**config.mk**
```make
export PLATFORM = sky130hd
export DESIGN_NAME = kch_cfg
export DESIGN_NICKNAME = d
export VERILOG_FILES = /design/src/hdl/kch_pkg.sv /design/src/hdl/kch_cfg.sv
export SDC_FILE = /design/constraint.sdc
export NUM_CORES = 1
export LEC_CHECK = 0
export BUFFER_PORTS_ARGS = -buffer_cell sky130_fd_sc_hd__buf_2
export CORE_UTILIZATION = 30
export DETAILED_ROUTE_END_ITERATION = 16
export GPL_TIMING_DRIVEN = 0
export PLACE_DENSITY = 0.71
export SYNTH_ARGS = -nofsm -noshare
export SYNTH_HDL_FRONTEND = slang
export SYNTH_SLANG_ARGS = --single-unit
```
**constraint.sdc**
```tcl
create_clock -name clk -period 1 [get_ports clk]
set_clock_uncertainty 0.15 [all_clocks]
set_input_delay 0.1 -clock clk [delete_from_list [all_inputs] [get_ports clk]]
set_output_delay 0.1 -clock clk [all_outputs]
set_load 0.02 [all_outputs]
```
**src/hdl/kch_pkg.sv**
```systemverilog
`default_nettype none
package kch_pkg;

  localparam int TABLE_BITS_DEF = 16;
  localparam int COUNT_BITS_DEF = 16;

  localparam int FIELD_BITS   = 16;
  localparam int SYM_BITS     = 5;
  localparam int ALPHA_BITS   = 6;
  localparam int KLEN_BITS    = 5;
  localparam int HIST_DEPTH   = 16;
  localparam int HIST_BITS    = 4;
  localparam int WCNT_BITS    = 4;
  localparam int ADDR_BITS    = 3;
  localparam int REG_IDX_BITS = 1;
  localparam int DATA_BITS    = 32;

  localparam logic [REG_IDX_BITS-1:0] REG_ALPHA_BASE = 1'b0;
  localparam logic [REG_IDX_BITS-1:0] REG_KMER_LEN   = 1'b1;

  localparam logic [ALPHA_BITS-1:0] ALPHA_RESET = 6'd4;
  localparam logic [KLEN_BITS-1:0]  KLEN_RESET  = 5'd4;
  localparam logic [ALPHA_BITS-1:0] ALPHA_MIN   = 6'd2;
  localparam logic [ALPHA_BITS-1:0] ALPHA_MAX   = 6'd32;
  localparam logic [KLEN_BITS-1:0]  KLEN_MIN    = 5'd2;
  localparam logic [KLEN_BITS-1:0]  KLEN_MAX    = 5'd16;

  localparam logic MODE_FEED = 1'b0;
  localparam logic MODE_READ = 1'b1;

  typedef struct packed {
    logic [ALPHA_BITS-1:0] alpha_base;
    logic [KLEN_BITS-1:0]  kmer_len;
    logic                  written;
  } cfg_t;

  typedef struct packed {
    logic load;
    logic clear;
    logic calc;
    logic step;
    logic fetch;
    logic finish;
  } ctrl_cmd_t;

  typedef struct packed {
    logic clear_last;
    logic weight_busy;
    logic in_read;
    logic in_bad;
    logic will_count;
    logic out_free;
  } ctrl_stat_t;

endpackage
`default_nettype wire

```
**src/hdl/kch_cfg.sv**
```systemverilog
`default_nettype none
module kch_cfg
  import kch_pkg::*;
(
  input  wire logic                 clk,
  input  wire logic                 rst,
  input  wire logic                 psel,
  input  wire logic                 penable,
  input  wire logic                 pwrite,
  input  wire logic [ADDR_BITS-1:0] paddr,
  input  wire logic [DATA_BITS-1:0] pwdata,
  output logic      [DATA_BITS-1:0] prdata,
  output logic                      pready,
  output cfg_t                      cfg
);

  logic [ALPHA_BITS-1:0]   alpha_base;
  logic [KLEN_BITS-1:0]    kmer_len;
  logic                    write;
  logic [REG_IDX_BITS-1:0] reg_idx;

  assign pready  = 1'b1;
  assign write   = psel && penable && pwrite;
  assign reg_idx = paddr[ADDR_BITS-1 -: REG_IDX_BITS];

  always_ff @(posedge clk) begin
    if (rst) begin
      alpha_base <= ALPHA_RESET;
      kmer_len   <= KLEN_RESET;
    end else if (write) begin
      case (reg_idx)
        REG_ALPHA_BASE: alpha_base <= pwdata[ALPHA_BITS-1:0];
        REG_KMER_LEN:   kmer_len   <= pwdata[KLEN_BITS-1:0];
        default: ;
      endcase
    end
  end

  always_comb begin
    case (reg_idx)
      REG_ALPHA_BASE: prdata = DATA_BITS'(alpha_base);
      REG_KMER_LEN:   prdata = DATA_BITS'(kmer_len);
      default:        prdata = '0;
    endcase
  end

  assign cfg.alpha_base = alpha_base;
  assign cfg.kmer_len   = kmer_len;
  assign cfg.written    = write;

endmodule
`default_nettype wire

```
After elaboration in Yosys (flattened, before gate mapping)
Cells that the tools add are included.
- multiplexer cells: 1
- reduce and logical (&&, ||, !) cells: 4
- bitwise logic cells: 1
- operator list (kind ; count):
    one-hot mux 32 bit (2 select lines) ; 1
    AND reduction 2 bit ; 2
    logical AND 1 bit ; 2
    inverter 1 bit ; 1
- logic and storage cells: 8
- register bits: 11
- output and inout bits: 45
- bits of input ports: 40

Longest topological paths before layout
- depth after elaboration: 3
- mapped depth: 4
- depth with buffers taken out: 2

Worst setup path before layout
OpenSTA, ideal clock, no wires.
- path type: register to output
- from: register kmer_len[0]
- to: output port prdata[0]
- slack: 0.051 ns
- path buffers: 0
- arrival: 0.699 ns
- required time: 0.750 ns
- stages on the path, launching flop included: 2
- cell sequence: dfxtp_1 > mux2_2
- longest elaborated chain between the ends: 1
- ends and longest elaborated chain (what ; RTL line ; text):
    start: declaration ; kch_cfg.sv:18 ; logic [KLEN_BITS-1:0] kmer_len;
    start signal: assignment ; kch_cfg.sv:33 ; REG_KMER_LEN: kmer_len <= pwdata[KLEN_BITS-1:0];
    one-hot mux 32 bit (2 select lines) ; kch_cfg.sv:40 ; case (reg_idx)
    end: declaration ; kch_cfg.sv:12 ; output logic [DATA_BITS-1:0] prdata,
Every way passes these cells. The select of a mux whose other input is x is not followed.

Final worst setup path
- from: register alpha_base[2]
- to: output port prdata[2]
- longest elaborated chain between the ends: 1
- ends and longest elaborated chain (what ; RTL line ; text):
    start: declaration ; kch_cfg.sv:17 ; logic [ALPHA_BITS-1:0] alpha_base;
    start signal: assignment ; kch_cfg.sv:32 ; REG_ALPHA_BASE: alpha_base <= pwdata[ALPHA_BITS-1:0];
    one-hot mux 32 bit (2 select lines) ; kch_cfg.sv:40 ;
Every way passes these cells. The select of a mux whose other input is x is not followed.

==> impl_results.md <==
* Final critical-path required period at about 1.2 ns
* Largest net degree at the start of global routing at 11
* Compound-cell area share of the yosys netlist at 0%
* Status: complete, but fails checks
* Via count at 742
* Mapped Cells at between 80 and 90
* Clock Pin Slew Worst Setup and Hold Paths at 0.07 ns
* Mean post-synth cell area at 9.339 um2
* Sequential Power Share at 40.1%
* Post-Synth XOR/XNOR Area at 0%
* Max Cap Viol at 0
* VDD IR max at 715.6 uV
* Synth Warn # at 0
* Post-synthesis simple-gate area fraction at a little under a fifth
* DP HPWL at between 1000 and 1500 um
* # rows at 18
* Antenna violations before repair at 0
* CP startpoint kind: flip-flop
* CP Class: reg -> out
* Initial drt markers at 1
* Sw frac at a little under a third
* Critical path's top delay family: flip-flops
* Final hold vios at 0
* Share of layout cells above drive strength 1 at between 60% and 70%
* Combinational share of power at around a third
* CTS tree: yes
* DR DRC count at 0
* Most common cell after layout, fill and taps aside: buf_4
* Final setup vio count at 18
* Number of distinct library cells after synthesis at 16
* Total power per unit cell area at 800.3 mW/mm2
* Area leader, netlist: dfxtp_1
* Failing checks: negative setup slack
* Gpl congestion at ~0.68
* Critical path data arrival time at 1.00 ns
* Sink Count at 11
* Leakage at between 0.7 and 0.8 nW
* Max frequency at about 800 MHz
* CORE AREA at approximately 0.0025 mm2
* Synth top area share at approximately 28%
* WL final at ~1800 um
* Number of global-route vias before repair at a little over 600
* Crit-path slowest cell: dfxtp_2
* WP data required at roughly 0.75 ns
* Area contributors post-synth: dfxtp_1 (28%), buf_4 (27%), mux2i_1 (14%), nand2b_1 (11%), mux2_2 (7.2%)
* CTS buffer count at 3
* Pre-antenna DRT Iters at 4
* Full die area at roughly 0.0028 mm2
* First-pass GRT wire length at 2642 um
* Worst skew pair latency at 0.26 ns
* Port bufs at 28
* Routed WL per cell at about 9.5 um
* IO Pins at 85
* Gr ovfl total at 0
* Die Y at approximately 53 um
* Die W at 53.14 um
* Worst hold path type: in -> reg
* Post-Syn Area at 784.5 um2
* Clock share of power at 26.8%
* Post-route ant nets at 0
* CP max stage delay at 0.33 ns
* P_sw at between 0.0003 and 0.0004 W
* Nets at approximately 200
* CP Max Fanout at 2
* Most frequent cells in the layout: buf_4 (39), conb_1 (27), buf_6 (24), nand2b_1 (14), buf_2 (12)
* Internal at a little under 0.0008 W
* RSZ-0062 raised after global routing: true
* Root buf cell: clkbuf_4
* Flops & latches, synth at 11
* CP Cell Sequence: mux2_4 -> buf_6
* Synthesized-area fraction occupied by adder cells at 0%
* H-tree levels at 1
* Starting density of the core at between 30% and 40%
* Setup crit end kind: output pin
* Vias per cell at between 3 and 4
* Setup ws final at -0.2480 ns
* Sequential-to-total area share from yosys stat at approximately 28%
* CTS Buffer Depth at 2
* Diode count at 0
* P&R area growth vs syn at 81.18%
* Largest family of logic cells by synthesized area: buffers and inverters
* Pre-CTS setup slack at -0.06320 ns
* Pins Over Slew Limit at 0
* Setup TNS Final at -2.321 ns
* CP Buf/Inv Count at 1
* Fin crit share at 124.8%
* Multiplexer share of the synthesized area at 21.21%
* Total GRT Usage at 13.01%
## flip-flops by register name (all words and copies together), names as in the netlist
register    cells
alpha_base      6
kmer_len        5
## metal layers
metal / vias to the layer above / track usage, % / share of wire (%)
met2: 47 / 25.53 / 54
met3: 0 / 2.586 / 12
met5: - / 0 / 0
met4: 0 / 5.263 / 0
met1: 320 / 13.01 / 35
li1: 375 / - / -
## Yosys cell counts
cell,instances
mux2_2,5
clkbuf_1,1
dfxtp_1,11
nand4_1,1
and4b_1,1
and4_2,1
nand2b_1,14
buf_6,2
and2b_2,1
buf_4,28
conb_1,2
and3_1,1
nand4b_1,1
buf_2,1
nor2_1,3
mux2i_1,11
## logic make-up after synthesis
| family | Yosys count |
|---|---|
| buffers and inverters | 32 |
| DFF | 11 |
| muxes | 16 |
| other | 2 |
| and+or+nand+nor | 23 |
## worst register-to-register path: cells and delay by family (launching register included)
kind | cells | cell delay [ns]
multiplexers | 1 | 0.06
buffers and inverters | 3 | 0.34
AND/OR/NAND/NOR | 1 | 0.06
flip-flops | 1 | 0.32
## through the flow
step	hold slack, ns	std cells	cell area [um2]	utilization (%)	total power, W
finish	0.03878	193	1421	57.37	0.001138
global route	0.06521	193	1421	57.37	0.001197
CTS	0.03672	188	1361	54.95	0.001124
detailed placement	0.2264	167	1056	42.63	0.0007680
global placement	0.2154	167	1056	42.63	0.0007636
floorplan	0.1055	109	878.3	-	0.0007142
## cell type report
| type | count | area [um2] |
|---|---|---|
| Buffer | 32 | 241.5 |
| Clock buffer | 4 | 26.28 |
| Fill cell | 228 | 1056 |
| Multi-Input combinational cell | 66 | 436.7 |
| Sequential cell | 11 | 234.0 |
| Tap cell | 30 | 37.54 |
| Timing Repair Buffer | 50 | 445.4 |
## power by group through the flow
stage	sequential, W	combinational [W]	clock, W
global route	0.000457	0.000405	0.000335
CTS	0.000456	0.000361	0.000307
global placement	0.000464	0.000299	0
floorplan	0.000476	0.000239	0
finish	0.000456	0.000377	0.000305
detailed placement	0.000465	0.000303	0
## path summary, 6_finish.rpt
kind | from | end | slack, ns | cells after the start
worst max-delay path | alpha_base[2]$_SDFFE_PP1P_ | prdata[2] | -0.25 | 2
worst min-delay path | rst | alpha_base[1]$_SDFFE_PP0P_ | 0.04 | 3
worst max register to register | alpha_base[4]$_SDFFE_PP0P_ | alpha_base[4]$_SDFFE_PP0P_ | -0.05 | 5
worst min register to register | kmer_len[0]$_SDFFE_PP0P_ | kmer_len[0]$_SDFFE_PP0P_ | 0.34 | 2
## what timing repair did
action | in CTS | in global routing
gates cloned | 0 | 0
hold buffers | 6 | 0
pin swaps | 0 | 1
setup buffers | 11 | 6
endpoints found under the setup margin | 17 | 18
gates resized for setup | 49 | 8
hold endpoints to repair | 11 | 0
(Power assumes the default switching activity.)
