**src/hdl/kch_pkg.sv**
```systemverilog
`default_nettype none
package kch_pkg;

  localparam int TABLE_BITS_DEF = 16;
  localparam int COUNT_BITS_DEF = 16;

  localparam int FIELD_BITS   = 16;
  localparam int SYM_BITS     = 5;
  localparam int ALPHA_BITS   = 6;
  localparam int KLEN_BITS    = 5;
  localparam int HIST_DEPTH   = 16;
  localparam int HIST_BITS    = 4;
  localparam int WCNT_BITS    = 4;
  localparam int ADDR_BITS    = 3;
  localparam int REG_IDX_BITS = 1;
  localparam int DATA_BITS    = 32;

  localparam logic [REG_IDX_BITS-1:0] REG_ALPHA_BASE = 1'b0;
  localparam logic [REG_IDX_BITS-1:0] REG_KMER_LEN   = 1'b1;

  localparam logic [ALPHA_BITS-1:0] ALPHA_RESET = 6'd4;
  localparam logic [KLEN_BITS-1:0]  KLEN_RESET  = 5'd4;
  localparam logic [ALPHA_BITS-1:0] ALPHA_MIN   = 6'd2;
  localparam logic [ALPHA_BITS-1:0] ALPHA_MAX   = 6'd32;
  localparam logic [KLEN_BITS-1:0]  KLEN_MIN    = 5'd2;
  localparam logic [KLEN_BITS-1:0]  KLEN_MAX    = 5'd16;

  localparam logic MODE_FEED = 1'b0;
  localparam logic MODE_READ = 1'b1;

  typedef struct packed {
    logic [ALPHA_BITS-1:0] alpha_base;
    logic [KLEN_BITS-1:0]  kmer_len;
    logic                  written;
  } cfg_t;

  typedef struct packed {
    logic load;
    logic clear;
    logic calc;
    logic step;
    logic fetch;
    logic finish;
  } ctrl_cmd_t;

  typedef struct packed {
    logic clear_last;
    logic weight_busy;
    logic in_read;
    logic in_bad;
    logic will_count;
    logic out_free;
  } ctrl_stat_t;

endpackage
`default_nettype wire

```
**src/hdl/kch_ctrl.sv**
```systemverilog
`default_nettype none
module kch_ctrl
  import kch_pkg::*;
(
  input  wire logic  clk,
  input  wire logic  rst,
  input  wire logic  in_valid,
  output logic       in_ready,
  input  ctrl_stat_t stat,
  output ctrl_cmd_t  cmd
);

  typedef enum logic [5:0] {
    ST_IDLE   = 6'b000001,
    ST_CLEAR  = 6'b000010,
    ST_CALC   = 6'b000100,
    ST_STEP   = 6'b001000,
    ST_FETCH  = 6'b010000,
    ST_UPDATE = 6'b100000
  } state_t;

  state_t state;
  state_t state_next;

  assign in_ready = (state == ST_IDLE) && !stat.weight_busy;

  always_ff @(posedge clk) begin
    if (rst) begin
      state <= ST_CLEAR;
    end else begin
      state <= state_next;
    end
  end

  always_comb begin
    state_next = state;
    cmd        = '0;
    case (state)
      ST_IDLE: begin
        if (in_valid && in_ready) begin
          cmd.load = 1'b1;
          if (stat.in_read) begin
            state_next = ST_FETCH;
          end else if (stat.in_bad) begin
            state_next = ST_UPDATE;
          end else begin
            state_next = ST_CALC;
          end
        end
      end
      ST_CLEAR: begin
        cmd.clear = 1'b1;
        if (stat.clear_last) begin
          state_next = ST_IDLE;
        end
      end
      ST_CALC: begin
        cmd.calc   = 1'b1;
        state_next = ST_STEP;
      end
      ST_STEP: begin
        cmd.step   = 1'b1;
        state_next = stat.will_count ? ST_FETCH : ST_UPDATE;
      end
      ST_FETCH: begin
        cmd.fetch  = 1'b1;
        state_next = ST_UPDATE;
      end
      ST_UPDATE: begin
        if (stat.out_free) begin
          cmd.finish = 1'b1;
          state_next = ST_IDLE;
        end
      end
      default: begin
        state_next = ST_IDLE;
      end
    endcase
  end

endmodule
`default_nettype wire

```
**config.mk**
```make
export PLATFORM = sky130hd
export DESIGN_NAME = kch_ctrl
export DESIGN_NICKNAME = d
export VERILOG_FILES = /design/src/hdl/kch_pkg.sv /design/src/hdl/kch_ctrl.sv
export SDC_FILE = /design/constraint.sdc
export NUM_CORES = 1
export LEC_CHECK = 0
export BUFFER_PORTS_ARGS = -buffer_cell sky130_fd_sc_hd__buf_4
export CORE_AREA = 2 2 39 41
export DETAILED_ROUTE_END_ITERATION = 6
export DIE_AREA = 0 0 41 43
export MAX_ROUTING_LAYER = met4
export PLACE_DENSITY_LB_ADDON = 0.12
export SYNTH_ARGS = -nofsm -noshare
export SYNTH_HDL_FRONTEND = slang
export SYNTH_SLANG_ARGS = --single-unit
```
**constraint.sdc**
```tcl
create_clock -name clk -period 3.1 [get_ports clk]
set_input_delay 0.62 -clock clk [delete_from_list [all_inputs] [get_ports clk]]
set_output_delay 0.62 -clock clk [all_outputs]
set_load 0.02 [all_outputs]
```
Word level (Yosys, flattened, before mapping)
Cells that the tools add are included.

Input bits: 9. Output and inout bits: 7. Register bits: 6.

Eq/ne operators: 9. Multiplexer cells: 15. Reductions and logical operators: 4.

Operators with widths (number): 2-to-1 mux 6 bit (6); case mux 6 bit (6 select lines) (1); 2-to-1 mux 1 bit (8); equality test 6 x 1 -> 1 bit (second input constant) (1); equality test 6 x 2 -> 1 bit (second input constant) (1); equality test 6 x 3 -> 1 bit (second input constant) (1); equality test 6 x 4 -> 1 bit (second input constant) (1); equality test 6 x 5 -> 1 bit (second input constant) (1); equality test 6 bit (second input constant) (1); inequality test 2 bit (second input constant) (2); AND reduction 3 bit (1); logical AND 1 bit (2); inequality test 2 x 1 -> 1 bit (second input constant) (1); logical NOT 1 bit (1).

Depth between registers and ports, before layout
Gate-level depths: netlist (run 1).

Depth after elaboration: 5. Mapped depth: 4. Gate-level depth less buffers: 3.

Least setup slack after synthesis (run 1)
OpenSTA, ideal clock, no wires.

Kind: flip-flop to output port. Start point: register state[1]. End point: output port cmd[5] in the netlist's numbering. Path buffers: 0. Slack: 1.331 ns. Stages on the path, launching flop included: 4. Arrival: 1.149 ns. Required time: 2.480 ns. Cell sequence: dfxtp_1 > nor4_4 > nand2_1 > nor2_1.

RTL lines: from (decl) (line kch_ctrl.sv:22) `state_t state;`; from (signal assigned) (line kch_ctrl.sv:31) `state <= state_next;`; to (decl) (line kch_ctrl.sv:10) `output ctrl_cmd_t cmd`.

==> results of run 1 <==
metrics by stage:
stage / util, % / instance area, um^2 / total power [mW] / hold WS, ns / setup WS [ns]
floorplan: - / 452.9 / 0.1211 / 0.5796 / 1.331
global placement: 41.23 / 570.5 / 0.1391 / 0.6695 / 1.209
detailed placement: 41.23 / 570.5 / 0.1387 / 0.6595 / 1.223
CTS: 42.86 / 593.1 / 0.2106 / 0.6795 / 0.9586
global route: 42.86 / 593.1 / 0.2191 / 0.6984 / 0.8383
finish: 42.86 / 593.1 / 0.2085 / 0.6814 / 0.9721
metal layers:
metal / wire length (um) / vias up / GRT usage, %
met5: 0 / - / -
met4: 0 / 0 / 4.000
met3: 52 / 0 / 3.141
met2: 457 / 9 / 17.50
met1: 466 / 191 / 16.99
li1: - / 216 / -
tightest hold or removal path: stages (launching register included):
cell       delay [ns]
dfxtp_1          0.40
nand4b_1         0.16
a2111oi_2        0.07
layout make-up:
type                    count  area [um^2]  share of cell area [%]
multi-input cells          39        317.8                   53.59
flip-flops and latches      6        120.1                   20.25
repair buffers             15        112.6                   18.99
clock buffers               3        22.52                   3.797
well taps                  16        20.02                   3.376
cell families (layout without fill, tap and decap cells):
group | Yosys count | after routing | synth area share [%]
AOI/OAI and AO/OA | 7 | 7 | 12.98
xor gates and xnor gates | 1 | 1 | 1.934
buffers and inverters | 3 | 18 | 3.314
DFF | 6 | 6 | 26.52
and+or+nand+nor | 31 | 31 | 55.25
path summary, 6_finish.rpt:
kind	startpoint	to	slack, ns	cells past startpoint
setup / recovery	state[5]$_SDFFE_PP0P_	cmd[3]	0.97	3
hold / removal	state[3]$_SDFFE_PP0P_	state[4]$_SDFFE_PP0P_	0.68	2
setup reg to reg	state[5]$_SDFFE_PP0P_	state[0]$_SDFFE_PP0P_	1.69	3
hold reg to reg	state[3]$_SDFFE_PP0P_	state[4]$_SDFFE_PP0P_	0.68	2
placed cells by master, fill, tap and decap left out, drive strengths merged:
cell type,n
buf,15
nor2,6
dfxtp,6
nor4b,4
clkbuf,3
nor4,3
and3b,3
nor2b,2
nand3,2
nor3b,2
and3,2
o21ai,2
and2,2
nand2,1
and4b,1
nand2b,1
xor2,1
a211o,1
a31o,1
a311oi,1
nand4b,1
a2111oi,1
nor4bb,1
a211oi,1
report_power, final:
group | total, mW | internal, mW | switching, mW
Combinational | 0.0473 | 0.0254 | 0.0219
Sequential | 0.0897 | 0.0809 | 0.00881
Clock | 0.0715 | 0.0438 | 0.0277
==> results.py, run 1 <==
metrics = {
    "routing": {
        "ant_nets": 0,
        "routed_wirelength_um": 975,
        "drt_iter0_markers": 3,
        "wl_per_cell_um": 12.34,
        "drc_errors": 0,
        "routed_via_density": 5.266,
        "num_vias": 416,
        "firstDrtPassIters": 2,
    },
    "setup_path": {
        "critical_path_required_ns": 2.48,
        "cp.arrival_ns": 1.51,
        "crit_path_start_kind": "flip-flop",
        "cp_slowest_stage_delay_ns": 0.47,
        "slowest_stage": "nor4_1",
        "crit_buf_inv": 1,
        "cp-end-kind": "output port",
        "crit_chain": "nor4_1 > and3b_1 > buf_4",
        "critPathMaxFanout": 8,
        "path_delay_family": "simple AND/OR/NAND/NOR gates",
        "critPathKind": "flip-flop to output port",
    },
    "final_layout": {
        "drive_above_1_share_pct": 42.86,
        "top_register": "state",
        "diodes": 0,
        "final_cells": 79,
        "syn_to_final_growth_pct": 30.94,
        "reg_top3": "state (6)",
        "fill_cells": 139,
        "fin_nets": 74,
        "largest_register_ffs": 6,
    },
    "clock_tree": {
        "cts_tree": "yes",
        "cts_sinks": 6,
        "cts_buffer_depth": 2,
        "postCtsSetupBuffers": 0,
        "numCtsBuffers": 3,
        "clockRootBuffer": "clkbuf_4",
        "cts_resized": 0,
        "clk_latency_ns": 0.24,
        "hold_buffers": 0,
        "htreeDepth": 1,
        "clk_pin_slew_ns": 0.05,
    },
    "global_route": {
        "grt-ovfl-total": 0,
        "grt_max_degree": 11,
        "grt.total_usage_pct": 12.41,
        "first_global_vias": 368,
        "antenna_found_initial": 0,
        "grt_pass1_wl_mm": 1.490,
    },
    "synthesis": {
        "yosys_warnings": 0,
        "synthesis.nets": 57,
        "synth_seq_cells": 6,
        "yosysTopAreaCellShare_pct": 26.52,
        "synth.avg_cell_area_um2": 9.436,
        "synthesis.area_um2": 452.9,
        "yosysTopAreaCell": "dfxtp_1",
        "synth_edf_count": 0,
        "synth_commonest_cells": "6 x dfxtp_1, 6 x nor2_1, 3 x buf_2",
        "synth_area_leaders": "dfxtp_1 27%, nor4_4 9.4%, nor4b_2 6.6%",
        "synthArstFlopShare_pct": 0,
        "yosys_most_used_dff": "dfxtp_1",
        "synth_cells": 48,
        "ys_seq_area_share_pct": 26.52,
        "ys_types": 27,
    },
    "power": {
        "cellPowerDensity_mw_per_mm2": 351.5,
        "vdd_drop_max_mv": 0.1741,
        "p_leak_nw": 0.2487,
    },
    "job": {
        "maxCapViolCount": 0,
    },
    "timing": {
        "maxSlewHeadroom_pct": 70.33,
        "setup_viol": 0,
        "fin_crit_sh_pct": 68.64,
        "worst_slew_pin_slew_ns": 0.4410,
        "hold_viol": 0,
        "maxSlewViolCount": 0,
        "rsz0062_at_grt": "false",
        "finalCriticalPeriod_ns": 2.128,
        "fin_tns_setup_ns": 0,
        "finalClockSkew_ns": 0.0008976,
        "fmax_mhz": 469.9,
    },
    "die": {
        "core_area_mm2": 0.001384,
        "io-pin-count": 16,
        "die_area_mm2": 0.001763,
        "start_util_pct": 32.73,
        "fp-row-count": 14,
        "chipHeight_um": 43,
        "chipWidth_um": 41,
    },
    "placement": {
        "dp_cells": 76,
        "io_buffer_count": 15,
        "place.gp.congestion": 0.7921,
    },
    "hold_path": {
        "hold_path_class": "flip-flop to flip-flop",
    },
    "outcome": {
        "status": "completed",
    },
}
Note: power is estimated with default switching activity, not from simulation.
==> run 2: changes to the inputs <==
- clock period: 3.1 -> 1.7 ns (I/O delays scaled with it)
==> run 2 against run 1 <==
Critical path type unchanged; global-route usage grew 1.3 points; clock-buffer cell count unchanged; hold slack got worse by 0.28 ns; clock power grew 85%; register-to-register slack got worse by 1.6 ns; cell count up 5.1%; highest routed layer is now met4; cell area increased by 9.3%; largest power group unchanged; clock skew about the same; critical endpoint is now cmd[5].
==> results.py, run 2 (synthesis results as in run 1) <==
metrics = {
    "final_layout": {
        "final_common_cell": "buf_4",
        "fin_nets": 78,
        "layout.cells.most_common_list": "19 x buf_4, 6 x nor2_1, 3 x nor4_4, 3 x clkbuf_4, 3 x dfxtp_2",
        "drive_above_1_share_pct": 55.22,
        "top_register": "state",
        "diodes": 0,
        "syn_to_final_growth_pct": 43.09,
        "fin_area_um2": 648.1,
        "reg_top3": "state (6)",
        "largest_register_ffs": 6,
    },
    "setup_path": {
        "crit_buf_inv": 1,
        "slowest_stage": "dfxtp_4",
        "cp-end-kind": "output port",
        "path_delay_family": "simple AND/OR/NAND/NOR gates",
        "rrSetupSlack_ns": 0.13,
        "critPathMaxFanout": 8,
        "cp_slowest_stage_delay_ns": 0.37,
        "crit_path_start_kind": "flip-flop",
        "critical_path_required_ns": 1.36,
        "cp.arrival_ns": 1.34,
        "timing.rr.end": "state[4]$_SDFFE_PP0P_",
        "worstSetupStartpoint": "state[2]$_SDFFE_PP0P_",
        "setup.worst_path.end": "cmd[5]",
        "critPathKind": "flip-flop to output port",
        "path_depth": 4,
        "crit_chain": "nor4_4 > nand2_1 > nor2_1 > buf_4",
        "reg2regPathDepth": 5,
        "r2r-start": "state[3]$_SDFFE_PP0P_",
    },
    "global_route": {
        "grt.total_usage_pct": 13.73,
        "grt_pass1_wl_mm": 1.573,
        "grt-ovfl-total": 0,
        "antenna_found_initial": 0,
        "first_global_vias": 366,
        "grt_max_degree": 11,
    },
    "timing": {
        "finalClockSkew_ns": 0.0007609,
        "rsz0062_at_grt": "true",
        "maxSlewHeadroom_pct": 72.55,
        "fmax_mhz": 595.7,
        "worst_slew_pin_slew_ns": 0.4112,
        "fin_tns_setup_ns": 0,
        "maxSlewViolCount": 0,
        "fin_crit_sh_pct": 98.75,
        "finalCriticalPeriod_ns": 1.679,
        "whs_ns": 0.4025,
        "setup_viol": 0,
        "hold_viol": 0,
        "finalWorstSetupSlack_ns": 0.02124,
    },
    "routing": {
        "routed_wirelength_mm": 1.024,
        "wl_per_cell_um": 12.34,
        "firstDrtPassIters": 2,
        "drt_iter0_markers": 5,
        "ant_nets": 0,
        "routed_via_density": 5.229,
        "num_vias": 434,
        "drc_errors": 0,
    },
    "clock_tree": {
        "clk_latency_ns": 0.24,
        "htreeDepth": 1,
        "clk_pin_slew_ns": 0.04,
        "clockRootBuffer": "clkbuf_4",
        "hold_buffers": 0,
        "cts_sinks": 6,
        "cts_buffer_depth": 2,
        "cts_tree": "yes",
        "numCtsBuffers": 3,
    },
    "die": {
        "chipWidth_um": 41,
        "start_util_pct": 32.73,
        "io-pin-count": 16,
        "fp-row-count": 14,
        "core_area_mm2": 0.001384,
        "die_area_mm2": 0.001763,
        "chipHeight_um": 43,
    },
    "outcome": {
        "status": "completed",
    },
    "power": {
        "netSwitchingFraction_pct": 28.10,
        "p_leak_nw": 0.2758,
        "seq_power_share_pct": 41.3,
        "internal_power_mw": 0.2868,
        "vdd_drop_max_mv": 0.3611,
        "comb_power_share_pct": 25.7,
        "cellPowerDensity_mw_per_mm2": 615.4,
        "switchingPower_mw": 0.1121,
        "clkPwrFrac_pct": 33.0,
    },
    "job": {
        "maxCapViolCount": 0,
    },
    "placement": {
        "io_buffer_count": 15,
        "hpwl_um": 757.9,
        "place.gp.congestion": 0.7469,
        "place_area_um2": 578.1,
        "post-place-ws_ns": 0.1358,
    },
    "hold_path": {
        "hold_path_class": "input pin to flip-flop",
    },
}
run 2: cell types whose count changed in the layout (fill, tap and decap cells not counted):
cell and change:
nor4_1 -1, nor2b_1 -1, nor4_4 +1, buf_4 +4
dfxtp_4 +1, nor2b_2 +1, dfxtp_1 -4, dfxtp_2 +3
run 2: power by group through the flow:
stage	combinational, mW	clock, mW	sequential (mW)
3_5_place_dp	0.0875	0	0.166
2_1_floorplan	0.0647	0	0.156
3_3_place_gp	0.0887	0	0.166
6_report	0.103	0.132	0.165
4_1_cts	0.0970	0.135	0.165
5_1_grt	0.113	0.143	0.166
run 2: worst min-delay path by stage:
| stage | startpoint | to | slack (ns) | cells after the start |
|---|---|---|---|---|
| after floorplan | stat[3] | state[4]$_SDFFE_PP0P_ | 0.52 | 2 |
| after global placement | rst | state[1]$_SDFFE_PP1P_ | 0.66 | 2 |
| after detailed placement | rst | state[1]$_SDFFE_PP1P_ | 0.66 | 2 |
| after CTS | rst | state[1]$_SDFFE_PP1P_ | 0.40 | 2 |
| after global routing | rst | state[1]$_SDFFE_PP1P_ | 0.42 | 2 |
| final | rst | state[1]$_SDFFE_PP1P_ | 0.40 | 2 |
run 2: cell type report:
cell class	count	area, um^2
Timing Repair Buffer	19	142.6
Sequential cell	6	127.6
Multi-Input combinational cell	39	335.3
Fill cell	142	735.7
Tap cell	16	20.02
Clock buffer	3	22.52
run 2: layer usage:
metal	vias up	track usage (%)	share of wire, %
li1	225	-	-
met5	-	-	0
met1	196	17.86	46
met4	0	8.000	1.5
met2	11	18.75	48
met3	2	3.141	5.2
run 2: metrics by stage:
stage          total power, mW  instances  utilization (%)
2_1_floorplan           0.2208         48                -
3_3_place_gp            0.2544         77            41.77
3_5_place_dp            0.2531         77            41.77
4_1_cts                 0.3966         82            45.12
5_1_grt                 0.4226         83            46.84
6_report                0.3989         83            46.84
run 2: what timing repair did:
action | in CTS | in global routing
setup endpoints to repair | 6 | 7
buffers inserted | 2 | 1
gates resized for setup | 3 | 5
pin swaps | 3 | 4
hold endpoints to repair | 0 | 0
